===== config.mk =====
export PLATFORM = sky130hd
export DESIGN_NAME = packet_fifo_dedup_range_count
export DESIGN_NICKNAME = d
export VERILOG_FILES = /design/src/design/pfd_pkg.sv /design/src/design/packet_fifo_dedup_range_count.sv /design/src/design/pfd_ctrl.sv /design/src/design/pfd_datapath.sv
export SDC_FILE = /design/constraint.sdc
export NUM_CORES = 2
export LEC_CHECK = 0
export ABC_AREA = 1
export BUFFER_PORTS_ARGS = -buffer_cell sky130_fd_sc_hd__buf_2
export CAP_MARGIN = 15
export CORE_ASPECT_RATIO = 0.9
export CORE_MARGIN = 4
export CORE_UTILIZATION = 40
export DETAILED_ROUTE_END_ITERATION = 12
export MAX_ROUTING_LAYER = met4
export PLACE_DENSITY = 0.53
export SLEW_MARGIN = 15
export SYNTH_ARGS = -nofsm -noshare
export SYNTH_HDL_FRONTEND = slang
export SYNTH_SLANG_ARGS = --single-unit

===== constraint.sdc =====
create_clock -name clk -period 7.8 [get_ports clk]
set_input_delay 0 -clock clk [delete_from_list [all_inputs] [get_ports clk]]
set_output_delay 0 -clock clk [all_outputs]
set_load 0.1 [all_outputs]

===== src/design/pfd_pkg.sv =====
// Shared types and codes for the packet FIFO with duplicate filter.
// Used by pfd_ctrl, pfd_datapath and the top level; no dependencies.
`timescale 1ns / 1ps

package pfd_pkg;

  localparam int DEF_MAX_PACKETS = 64;

  localparam int CAP_W = 7;
  localparam int CNT_OUT_W = 7;
  localparam logic [CAP_W-1:0] CAP_RESET = 7'd64;

  localparam logic [1:0] OP_ADD = 2'd0;
  localparam logic [1:0] OP_FWD = 2'd1;
  localparam logic [1:0] OP_CNT = 2'd2;

  typedef struct packed {
    logic capture;  // take the input transaction
    logic issue;    // read the entry at the scan pointer
    logic commit;   // update queue state and load the result register
  } pfd_cmd_t;

  typedef struct packed {
    logic [1:0] op;
    logic       occ_zero;
    logic       scan_last;
    logic       out_free;
  } pfd_status_t;

endpackage


===== src/design/packet_fifo_dedup_range_count.sv =====
// Top level of the bounded packet FIFO with duplicate filter and window count.
// Depends on pfd_pkg, pfd_ctrl and pfd_datapath.
//
//   channel  | handshake            | payload
//   ---------+----------------------+---------------------------------------------
//   input    | in_valid / in_ready  | op, source, destination, timestamp,
//            |                      | start_time, end_time
//   result   | out_valid/out_ready  | accepted, packet_valid, out_source,
//            |                      | out_destination, out_timestamp, match_count
//   config   | cfg_write_en         | cfg_write_data (capacity_limit)
//
// Add and count read the store once per queued packet through the single
// registered read port; forward reads only the head entry, and an unknown
// op or an empty queue reads nothing.
// One transaction is in flight at a time; a new one is taken while the
// previous result still sits in the output register.
// A stalled result holds the commit until out_ready; rst is synchronous
// and empties the queue without touching the store.
`timescale 1ns / 1ps

module packet_fifo_dedup_range_count #(
  parameter int MAX_PACKETS = pfd_pkg::DEF_MAX_PACKETS
) (
  input  logic                          clk,
  input  logic                          rst,
  input  logic                          cfg_write_en,
  input  logic [pfd_pkg::CAP_W-1:0]     cfg_write_data,
  input  logic                          in_valid,
  output logic                          in_ready,
  input  logic [1:0]                    op,
  input  logic [15:0]                   source,
  input  logic [15:0]                   destination,
  input  logic [31:0]                   timestamp,
  input  logic [31:0]                   start_time,
  input  logic [31:0]                   end_time,
  output logic                          out_valid,
  input  logic                          out_ready,
  output logic                          accepted,
  output logic                          packet_valid,
  output logic [15:0]                   out_source,
  output logic [15:0]                   out_destination,
  output logic [31:0]                   out_timestamp,
  output logic [pfd_pkg::CNT_OUT_W-1:0] match_count
);
  import pfd_pkg::*;

  pfd_cmd_t    cmd;
  pfd_status_t status;

  pfd_ctrl u_ctrl (
    .clk      (clk),
    .rst      (rst),
    .in_valid (in_valid),
    .in_ready (in_ready),
    .status   (status),
    .cmd      (cmd)
  );

  pfd_datapath #(
    .MAX_PACKETS (MAX_PACKETS)
  ) u_datapath (
    .clk             (clk),
    .rst             (rst),
    .cfg_write_en    (cfg_write_en),
    .cfg_write_data  (cfg_write_data),
    .op              (op),
    .source          (source),
    .destination     (destination),
    .timestamp       (timestamp),
    .start_time      (start_time),
    .end_time        (end_time),
    .out_valid       (out_valid),
    .out_ready       (out_ready),
    .accepted        (accepted),
    .packet_valid    (packet_valid),
    .out_source      (out_source),
    .out_destination (out_destination),
    .out_timestamp   (out_timestamp),
    .match_count     (match_count),
    .cmd             (cmd),
    .status          (status)
  );

endmodule


===== src/design/pfd_ctrl.sv =====
// Sequencer for the packet FIFO: walks the stored entries one per cycle for add and count.
// Depends on pfd_pkg for the command/status structs and op codes.
`timescale 1ns / 1ps

module pfd_ctrl (
  input  logic                 clk,
  input  logic                 rst,
  input  logic                 in_valid,
  output logic                 in_ready,
  input  pfd_pkg::pfd_status_t status,
  output pfd_pkg::pfd_cmd_t    cmd
);
  import pfd_pkg::*;

  localparam logic [1:0] S_IDLE   = 2'd0;
  localparam logic [1:0] S_SCAN   = 2'd1;
  localparam logic [1:0] S_DRAIN  = 2'd2;
  localparam logic [1:0] S_COMMIT = 2'd3;

  logic [1:0] state;
  logic [1:0] state_next;
  logic       scan_op;

  assign in_ready = (state == S_IDLE);
  assign scan_op  = (status.op == OP_ADD) || (status.op == OP_CNT);

  always_comb begin
    state_next  = state;
    cmd         = '0;
    unique case (state)
      S_IDLE: begin
        if (in_valid) begin
          cmd.capture = 1'b1;
          state_next  = S_SCAN;
        end
      end
      S_SCAN: begin
        if (status.op == OP_FWD && !status.occ_zero) begin
          cmd.issue  = 1'b1;
          state_next = S_DRAIN;
        end else if (scan_op && !status.occ_zero) begin
          cmd.issue = 1'b1;
          if (status.scan_last) begin
            state_next = S_DRAIN;
          end
        end else begin
          state_next = S_COMMIT;
        end
      end
      S_DRAIN: begin
        // last read data is compared this cycle
        state_next = S_COMMIT;
      end
      S_COMMIT: begin
        if (status.out_free) begin
          cmd.commit = 1'b1;
          state_next = S_IDLE;
        end
      end
      default: state_next = S_IDLE;
    endcase
  end

  always_ff @(posedge clk) begin
    if (rst) begin
      state <= S_IDLE;
    end else begin
      state <= state_next;
    end
  end

  a_commit_waits: assert property (@(posedge clk) disable iff (rst)
    (state == S_COMMIT && !status.out_free) |=> (state == S_COMMIT))
    else $error("commit left before result register was free");

  a_capture_idle: assert property (@(posedge clk) disable iff (rst)
    cmd.capture |=> (state == S_SCAN))
    else $error("capture did not start a scan");

  a_issue_in_scan: assert property (@(posedge clk) disable iff (rst)
    cmd.issue |-> (state == S_SCAN))
    else $error("store read issued outside a scan");

endmodule


===== src/design/pfd_datapath.sv =====
// Packet store, queue pointers, scan compare and result register.
// Depends on pfd_pkg; driven by pfd_ctrl through pfd_cmd_t.
`timescale 1ns / 1ps

module pfd_datapath #(
  parameter int MAX_PACKETS = pfd_pkg::DEF_MAX_PACKETS
) (
  input  logic                          clk,
  input  logic                          rst,
  input  logic                          cfg_write_en,
  input  logic [pfd_pkg::CAP_W-1:0]     cfg_write_data,
  input  logic [1:0]                    op,
  input  logic [15:0]                   source,
  input  logic [15:0]                   destination,
  input  logic [31:0]                   timestamp,
  input  logic [31:0]                   start_time,
  input  logic [31:0]                   end_time,
  output logic                          out_valid,
  input  logic                          out_ready,
  output logic                          accepted,
  output logic                          packet_valid,
  output logic [15:0]                   out_source,
  output logic [15:0]                   out_destination,
  output logic [31:0]                   out_timestamp,
  output logic [pfd_pkg::CNT_OUT_W-1:0] match_count,
  input  pfd_pkg::pfd_cmd_t             cmd,
  output pfd_pkg::pfd_status_t          status
);
  import pfd_pkg::*;

  localparam int AW = (MAX_PACKETS > 1) ? $clog2(MAX_PACKETS) : 1;
  localparam int CW = $clog2(MAX_PACKETS + 1);
  localparam int LW = (CW > CAP_W) ? CW : CAP_W;
  localparam int SW = CW + 1;

  function automatic logic [AW-1:0] wrap_inc(input logic [AW-1:0] p);
    wrap_inc = (p == AW'(MAX_PACKETS - 1)) ? '0 : p + AW'(1);
  endfunction

  logic [CAP_W-1:0] capacity_limit;

  logic [1:0]  op_q;
  logic [15:0] src_q;
  logic [15:0] dst_q;
  logic [31:0] ts_q;
  logic [31:0] lo_q;
  logic [31:0] hi_q;

  logic [AW-1:0] head;
  logic [AW-1:0] tail;
  logic [CW-1:0] occ;
  logic [AW-1:0] scan_ptr;
  logic [CW-1:0] idx;
  logic          rd_pending;
  logic [63:0]   rdata;
  logic          dup;
  logic [CW-1:0] cnt;

  logic [63:0] mem [MAX_PACKETS];

  logic [LW-1:0] lim_ext;
  logic [LW-1:0] lim_eff;
  logic          at_limit;
  logic          add_ok;
  logic          fwd_ok;
  logic          hit_all;
  logic          hit_win;

  assign lim_ext  = LW'(capacity_limit);
  assign lim_eff  = (capacity_limit == '0) ? LW'(1) :
                    (lim_ext > LW'(MAX_PACKETS)) ? LW'(MAX_PACKETS) : lim_ext;
  assign at_limit = (LW'(occ) >= lim_eff);
  assign add_ok   = (op_q == OP_ADD) && !dup;
  assign fwd_ok   = (op_q == OP_FWD) && (occ != '0);

  // entry layout: {source, destination, timestamp}
  assign hit_all = (rdata[63:48] == src_q) && (rdata[47:32] == dst_q) &&
                   (rdata[31:0] == ts_q);
  assign hit_win = (rdata[47:32] == dst_q) && (rdata[31:0] >= lo_q) &&
                   (rdata[31:0] <= hi_q);

  assign status.op        = op_q;
  assign status.occ_zero  = (occ == '0);
  assign status.scan_last = (CW'(idx + CW'(1)) == occ);
  assign status.out_free  = !out_valid || out_ready;

  always_ff @(posedge clk) begin
    if (cmd.commit && add_ok) begin
      mem[tail] <= {src_q, dst_q, ts_q};
    end
    if (cmd.issue) begin
      rdata <= mem[scan_ptr];
    end
  end

  always_ff @(posedge clk) begin
    if (cmd.capture) begin
      op_q <= op;
      src_q <= source;
      dst_q <= destination;
      ts_q <= timestamp;
      lo_q <= start_time;
      hi_q <= end_time;
    end
  end

  always_ff @(posedge clk) begin
    if (rst) begin
      capacity_limit <= CAP_RESET;
      head <= '0;
      tail <= '0;
      occ <= '0;
      scan_ptr <= '0;
      idx <= '0;
      rd_pending <= 1'b0;
      dup <= 1'b0;
      cnt <= '0;
    end else begin
      if (cfg_write_en) begin
        capacity_limit <= cfg_write_data;
      end
      rd_pending <= cmd.issue;
      if (cmd.capture) begin
        scan_ptr <= head;
        idx <= '0;
        dup <= 1'b0;
        cnt <= '0;
      end else begin
        if (cmd.issue) begin
          scan_ptr <= wrap_inc(scan_ptr);
          idx <= idx + CW'(1);
        end
        if (rd_pending) begin
          if (hit_all) begin
            dup <= 1'b1;
          end
          if (hit_win) begin
            cnt <= cnt + CW'(1);
          end
        end
      end
      if (cmd.commit) begin
        if (add_ok) begin
          tail <= wrap_inc(tail);
          if (at_limit) begin
            head <= wrap_inc(head);
          end else begin
            occ <= occ + CW'(1);
          end
        end else if (fwd_ok) begin
          head <= wrap_inc(head);
          occ <= occ - CW'(1);
        end
      end
    end
  end

  // result register
  always_ff @(posedge clk) begin
    if (rst) begin
      out_valid <= 1'b0;
    end else if (cmd.commit) begin
      out_valid <= 1'b1;
    end else if (out_ready) begin
      out_valid <= 1'b0;
    end
  end

  always_ff @(posedge clk) begin
    if (cmd.commit) begin
      accepted <= add_ok;
      packet_valid <= fwd_ok;
      out_source <= fwd_ok ? rdata[63:48] : '0;
      out_destination <= fwd_ok ? rdata[47:32] : '0;
      out_timestamp <= fwd_ok ? rdata[31:0] : '0;
      match_count <= (op_q == OP_CNT) ? CNT_OUT_W'(cnt) : '0;
    end
  end

  logic [SW-1:0] pos_sum;
  logic [SW-1:0] pos_wrap;
  assign pos_sum  = SW'(head) + SW'(occ);
  assign pos_wrap = (pos_sum >= SW'(MAX_PACKETS)) ? pos_sum - SW'(MAX_PACKETS) : pos_sum;

  a_occ_bound: assert property (@(posedge clk) disable iff (rst)
    SW'(occ) <= SW'(MAX_PACKETS))
    else $error("occupancy above store depth");

  a_tail_track: assert property (@(posedge clk) disable iff (rst)
    tail == AW'(pos_wrap))
    else $error("tail pointer out of step with head and occupancy");

  a_evict_keeps_occ: assert property (@(posedge clk) disable iff (rst)
    (cmd.commit && add_ok && at_limit) |=> (occ == $past(occ)))
    else $error("eviction on add changed occupancy");

  a_commit_free: assert property (@(posedge clk) disable iff (rst)
    cmd.commit |-> (!out_valid || out_ready))
    else $error("result register overwritten before taken");

endmodule


Word level (Yosys, flattened, before mapping)
Memory sizes are Yosys's and may differ from the RTL's. A register that Yosys moved wholly into a read port is not among the register bits.
Index checks and enable logic that the tools add are counted.

operators by class
  multiply operators = 0
  $add $sub $neg = 7
  $lt $le $gt $ge = 4
  reductions and logical operators = 29
  shift operators = 0
  divide/modulo/power cells = 0
  bitwise gates (word level) = 0
  muxes and demuxes = 30
  equal/unequal tests = 17

operators by type and width
  operator                                                             number
  6-bit 2-to-1 mux                                                     8
  7-bit 2-to-1 mux                                                     5
  16-bit equality test                                                 2
  32-bit equality test                                                 1
  32-bit >= comparator                                                 1
  32-bit <= comparator                                                 1
  7-bit by 1-bit adder with 7-bit output (second input constant)       3
  6-bit by 1-bit adder with 6-bit output (second input constant)       3
  6-bit equality test (second input constant)                          3
  7-bit logical NOT                                                    2
  1-bit 2-to-1 mux                                                     11
  2-bit 2-to-1 mux                                                     5
  1-bit logical AND                                                    9
  3-bit AND reduction                                                  3
  2-bit one-hot mux with 4 select lines                                1
  7-bit equality test                                                  1
  7-bit >= comparator                                                  1
  7-bit > comparator (second input constant)                           1
  7-bit nonzero test                                                   1
  7-bit by 1-bit subtractor with 7-bit output (second input constant)  1
  2-bit equality test (second input constant)                          3
  2-bit inequality test (second input constant)                        3
  2-bit AND reduction                                                  3
  2-bit nonzero test                                                   3
  other kinds (7)                                                      12

word-level totals
  bits in writable memories = 4096
  ROM bits = 0
  logic and storage cells = 111
  output and inout port bits = 75
  memories kept = 1
  bits in registers = 254
  bits in latches = 0
  bits of input ports = 142

memory list
  memory          depth  bits a word  rd ports  clocked after Yosys merged registers in  write ports  line                source
  u_datapath.mem  64     64           1         1                                        1            pfd_datapath.sv:59  logic [63:0] mem [MAX_PACKETS];

Logic depth before layout (Yosys ltp)
  depth after elaboration = 8
  mapped depth = 19
  mapped depth without buffers = 18

Modules after synthesis
From an unflattened synthesis, not the netlist that was laid out.

second synthesis, totals
  cell total of the unflattened synthesis = 13067
  area total of the unflattened synthesis = 173674.1 µm²

by module, submodules not included
  module        times used  cells an instance  area each (µm²)
  pfd_datapath  1           13031              173445.1
  pfd_ctrl      1           36                 229.0

Worst setup path before layout
OpenSTA, ideal clock, no wires.

  path kind = flip-flop to flip-flop
  start point = register u_datapath.out_valid
  end point = memory u_datapath.mem[47][0] (enable)
  buffers on the path = 0
  data required time = 7235 ps
  stages on the path, launching flop included = 10
  setup time = 565 ps
  clock period less this slack = 6685 ps
  setup slack = 1115 ps
  arrival time = 6120 ps
  cell sequence = dfxtp_1 -> nand2_1 -> nand2_1 -> nor2_1 -> inv_2 -> nor2_2 -> nand2_2 -> nor2_1 -> inv_1 -> nor3_1

on the way
  cells in the longest elaborated chain, start to end = 7

ends and longest elaborated chain
  element                                 line                 source
  start, declared                         pfd_datapath.sv:18   output logic out_valid,
  start signal, assigned                  pfd_datapath.sv:161  out_valid <= 1'b0;
  start signal, assigned                  pfd_datapath.sv:163  out_valid <= 1'b1;
  start signal, assigned                  pfd_datapath.sv:165  out_valid <= 1'b0;
  1-bit logical NOT                       pfd_datapath.sv:85   assign status.out_free = !out_valid || out_ready;
  1-bit logical OR                        pfd_datapath.sv:85
  1-bit 2-to-1 mux                        pfd_ctrl.sv:55       if (status.out_free) begin
  1-bit 2-to-1 mux                        pfd_ctrl.sv:30       unique case (state)
  1-bit logical AND                       pfd_datapath.sv:88   if (cmd.commit && add_ok) begin
  1-bit 2-to-1 mux                        pfd_datapath.sv:88
  1-bit 2-to-1 mux (not written as such)  pfd_datapath.sv:89   mem[tail] <= {src_q, dst_q, ts_q};
  end, declared                           pfd_datapath.sv:59

Every way passes these cells.

Worst setup path in the final report
  start point = register u_datapath.op_q[1]
  end point = memory u_datapath.mem[48][9] (enable)

on the way
  cells in the longest elaborated chain, start to end = 5

ends and longest elaborated chain
  element                                 line                source
  start, declared                         pfd_datapath.sv:42  logic [1:0] op_q;
  start signal, assigned                  pfd_datapath.sv:98  op_q <= op;
  2-bit logical NOT                       pfd_datapath.sv:73  assign add_ok = (op_q == OP_ADD) && !dup;
  1-bit logical AND                       pfd_datapath.sv:73
  via u_datapath.add_ok                   pfd_datapath.sv:64  logic add_ok;
  1-bit logical AND                       pfd_datapath.sv:88
  1-bit 2-to-1 mux                        pfd_datapath.sv:88
  1-bit 2-to-1 mux (not written as such)  pfd_datapath.sv:89

The timed path passes the listed nets, and every way through them passes these cells.

==> results_dict.tcl <==
set metrics [dict create \
    wl_um 602000 \
    synth_cells 13100 \
    critPathRequiredTime_ps 8400 \
    die_x_um 702 \
    path_clk_slew_ps 60 \
    fmax_ghz 0.186 \
    intPower_uw 41600 \
    dieArea_mm2 0.445 \
    netSwitchingFraction 0.288 \
    yosysWarnings 0 \
    vias 117000 \
    syn_area_mm2 0.174 \
    ir_worst_vdd_mv 0.203 \
    h-tree-depth 5 \
    critPathCaptureType "flop" \
    synth_common_cells "edfxtp_1, nor2_1, o21ai_0, nand2_1, o22ai_1" \
    synth_cell_type_count 37 \
    cp-endpoint "u_datapath.mem[48][9]$_DFFE_PP_" \
    p_total_uw 58500 \
    first_global_vias 111000 \
    seq_power_share 0.478 \
    fillers 37700 \
    drc 0 \
    multi_input_area_mm2 0.0375 \
    startpoint "u_datapath.op_q[1]$_DFFE_PP_" \
    cp_max_fo 27 \
    root_buffer "clkbuf_16" \
    r2r_start "u_datapath.op_q[1]$_DFFE_PP_" \
    async_flop_share 0 \
    rsz0062_at_grt "no" \
    power.switching_uw 16800 \
    antenna_found_initial 56 \
    dpl.hpwl_um 346000 \
    syn2layout_area_growth_pct 15.0 \
    synth_fp_nets 13300 \
    arrival_ps 5990 \
    postRouteAntennaNets 0 \
    seq_area_mm2 0.132 \
    track_usage 0.271 \
    tightest_slew_ps 1250 \
    leakage_uw 0.0655 \
    cp-start-kind "flop" \
    globalplace.congestion 0.888 \
    hold_path.class "input port to flop" \
    p_per_area_mw_per_mm2 293 \
    grt_overflow 0 \
    portBuffers 216 \
    pwr-share-clk 0.365 \
    ctsHoldBuffers 293 \
    finalMaxSlewViolations 0 \
    drt_first_pass_iters 6 \
    synth.most_common_cell "edfxtp_1" \
    fin_tns_setup_ps 0 \
    critPathMaxStageDelay_ps 1130 \
    ios 217 \
    fin_crit_ps 5390 \
    hold_violations 0 \
    slew_headroom 0.166 \
    timing.max_cap.violations 0 \
    path_class "flop to flop" \
    cts_tree "done" \
    fin_crit_sh 0.691 \
    wl_per_cell_um 30.7 \
    r2r_cells 8 \
    path_common_cell "nor2_1" \
    synth_top_cell_area_share 0.755 \
    final-setup-viol-count 0 \
    power_frac_comb 0.157 \
    crit_chain "nor3_2 > inv_1 > nor2_1 > inv_2 > nor2_1 > nand3_1 > nor2_4 > buf_4" \
    crit_slowest_cell "nor2_4" \
    rrSetupSlack_ps 2410 \
    ys_ff_latch 4414 \
    cts_max_path_buffers 4 \
    die_h_um 633 \
    status "finished, final reports clean" \
    r2r-end "u_datapath.mem[48][9]$_DFFE_PP_" \
    avgViaCountPerCell 5.96 \
    grt_max_degree 192 \
    post_cts_resized 0 \
    grt_pass1_wl_um 840000 \
    ys_seq_area_frac 0.761 \
    insertion_delay_ps 1040 \
    drive_gt1_frac 0.0945 \
    avgSynthCellArea_um2 13.3 \
    initial_core_util 0.402 \
    synthFlopType "edfxtp_1" \
    fin_skew_ps 80.8 \
    cts_setup_buffers 0 \
    synthTopCellsByArea "edfxtp_1, o21ai_0, nor2_1" \
    core_area_mm2 0.432 \
    num-nets-final 13700 \
    yosysTopAreaCell "edfxtp_1" \
    clock-sinks 4414 \
    synth_edf_count 4363 \
    cts_buffers 449 \
    num_rows 229 \
    drt_iter0_markers 16800 \
]
cell families after synthesis:
group / synth area share
buf+inv: 0.0265
simple gates: 0.0924
compound gates: 0.111
xor+xnor: 0.00288
flops: 0.761
fa+ha+maj: 0.00617
cells in the final DEF (no fill, tap or decap), types with 96 or more instances in the layout:
cell type / n
nand3_1: 601
clkbuf_16: 458
buf_2: 216
buf_4: 301
dlygate4sd3_1: 293
clkbuf_1: 97
nand2_1: 1086
nor2_1: 2212
o221ai_1: 400
a21oi_1: 96
inv_1: 210
o21ai_0: 2045
o22ai_1: 627
edfxtp_1: 4363
clkinv_1: 102
o211ai_1: 112
registers in the layout, indices dropped and copies added, names as in the netlist, 2 cells and up:
register                    cells
u_datapath.out_destination     16
u_datapath.ts_q                32
u_datapath.head                 6
u_datapath.capacity_limit       7
u_datapath.occ                  7
u_ctrl.state                    2
u_datapath.hi_q                32
u_datapath.idx                  7
u_datapath.cnt                  7
u_datapath.scan_ptr             6
u_datapath.mem               4096
u_datapath.match_count          7
u_datapath.out_source          16
u_datapath.rdata               64
u_datapath.src_q               16
u_datapath.lo_q                32
u_datapath.dst_q               16
u_datapath.op_q                 2
u_datapath.out_timestamp       32
u_datapath.tail                 6
how the worst min path moves through the flow:
stage | startpoint | end | cells after the start
6_report | timestamp[16] | u_datapath.ts_q[16]$_DFFE_PP_ | 2
5_1_grt | timestamp[16] | u_datapath.ts_q[16]$_DFFE_PP_ | 2
3_3_place_gp | destination[5] | u_datapath.dst_q[5]$_DFFE_PP_ | 1
3_5_place_dp | destination[5] | u_datapath.dst_q[5]$_DFFE_PP_ | 1
4_1_cts | timestamp[16] | u_datapath.ts_q[16]$_DFFE_PP_ | 2
2_1_floorplan | destination[0] | u_datapath.dst_q[0]$_DFFE_PP_ | 0
layout make-up:
| type | count | share of cell area |
|---|---|---|
| Multi-Input combinational cell | 7522 | 0.188 |
| Clock inverter | 271 | 0.0127 |
| Timing Repair Buffer | 875 | 0.0380 |
| Antenna cell | 11 | 0.000138 |
| Clock buffer | 559 | 0.0595 |
| Sequential cell | 4414 | 0.661 |
| Inverter | 222 | 0.00443 |
| Tap cell | 5775 | 0.0362 |
critical path, delay by kind of cell, from the launching register on:
family	cells	cell delay, ps
AND/OR/NAND/NOR	5	3440
buffers and inverters	3	1050
flip-flops	1	430
power by group through the flow:
stage                     logic, uW  registers, uW  clock network, uW
after floorplan                4400          29200                  0
after global placement         8750          28400                  0
after detailed placement       8950          28400                  0
after CTS                      9080          27900              21600
after global routing           9900          27900              22700
final                          9210          27900              21300
per-stage QoR:
stage | std cells | util | cell area [um2] | hold slack [ps] | worst slack (ps)
final | 19600 | 0.462 | 200000 | 57.7 | 2410
after global routing | 19600 | 0.462 | 200000 | 73.0 | 2260
after CTS | 19600 | 0.462 | 200000 | 5.64 | 2580
after detailed placement | 18500 | 0.421 | 182000 | 178 | 2590
after global placement | 18500 | 0.421 | 182000 | 177 | 2550
after floorplan | 13100 | - | 174000 | 98.9 | 1110
routing by layer:
metal	wire, um	vias up	track usage
met2	261000	6716	0.392
met3	72300	948	0.0605
met4	18900	0	0.0789
met1	250000	59800	0.383
met5	0	-	-
li1	-	49600	-
(Power assumes the default switching activity.)
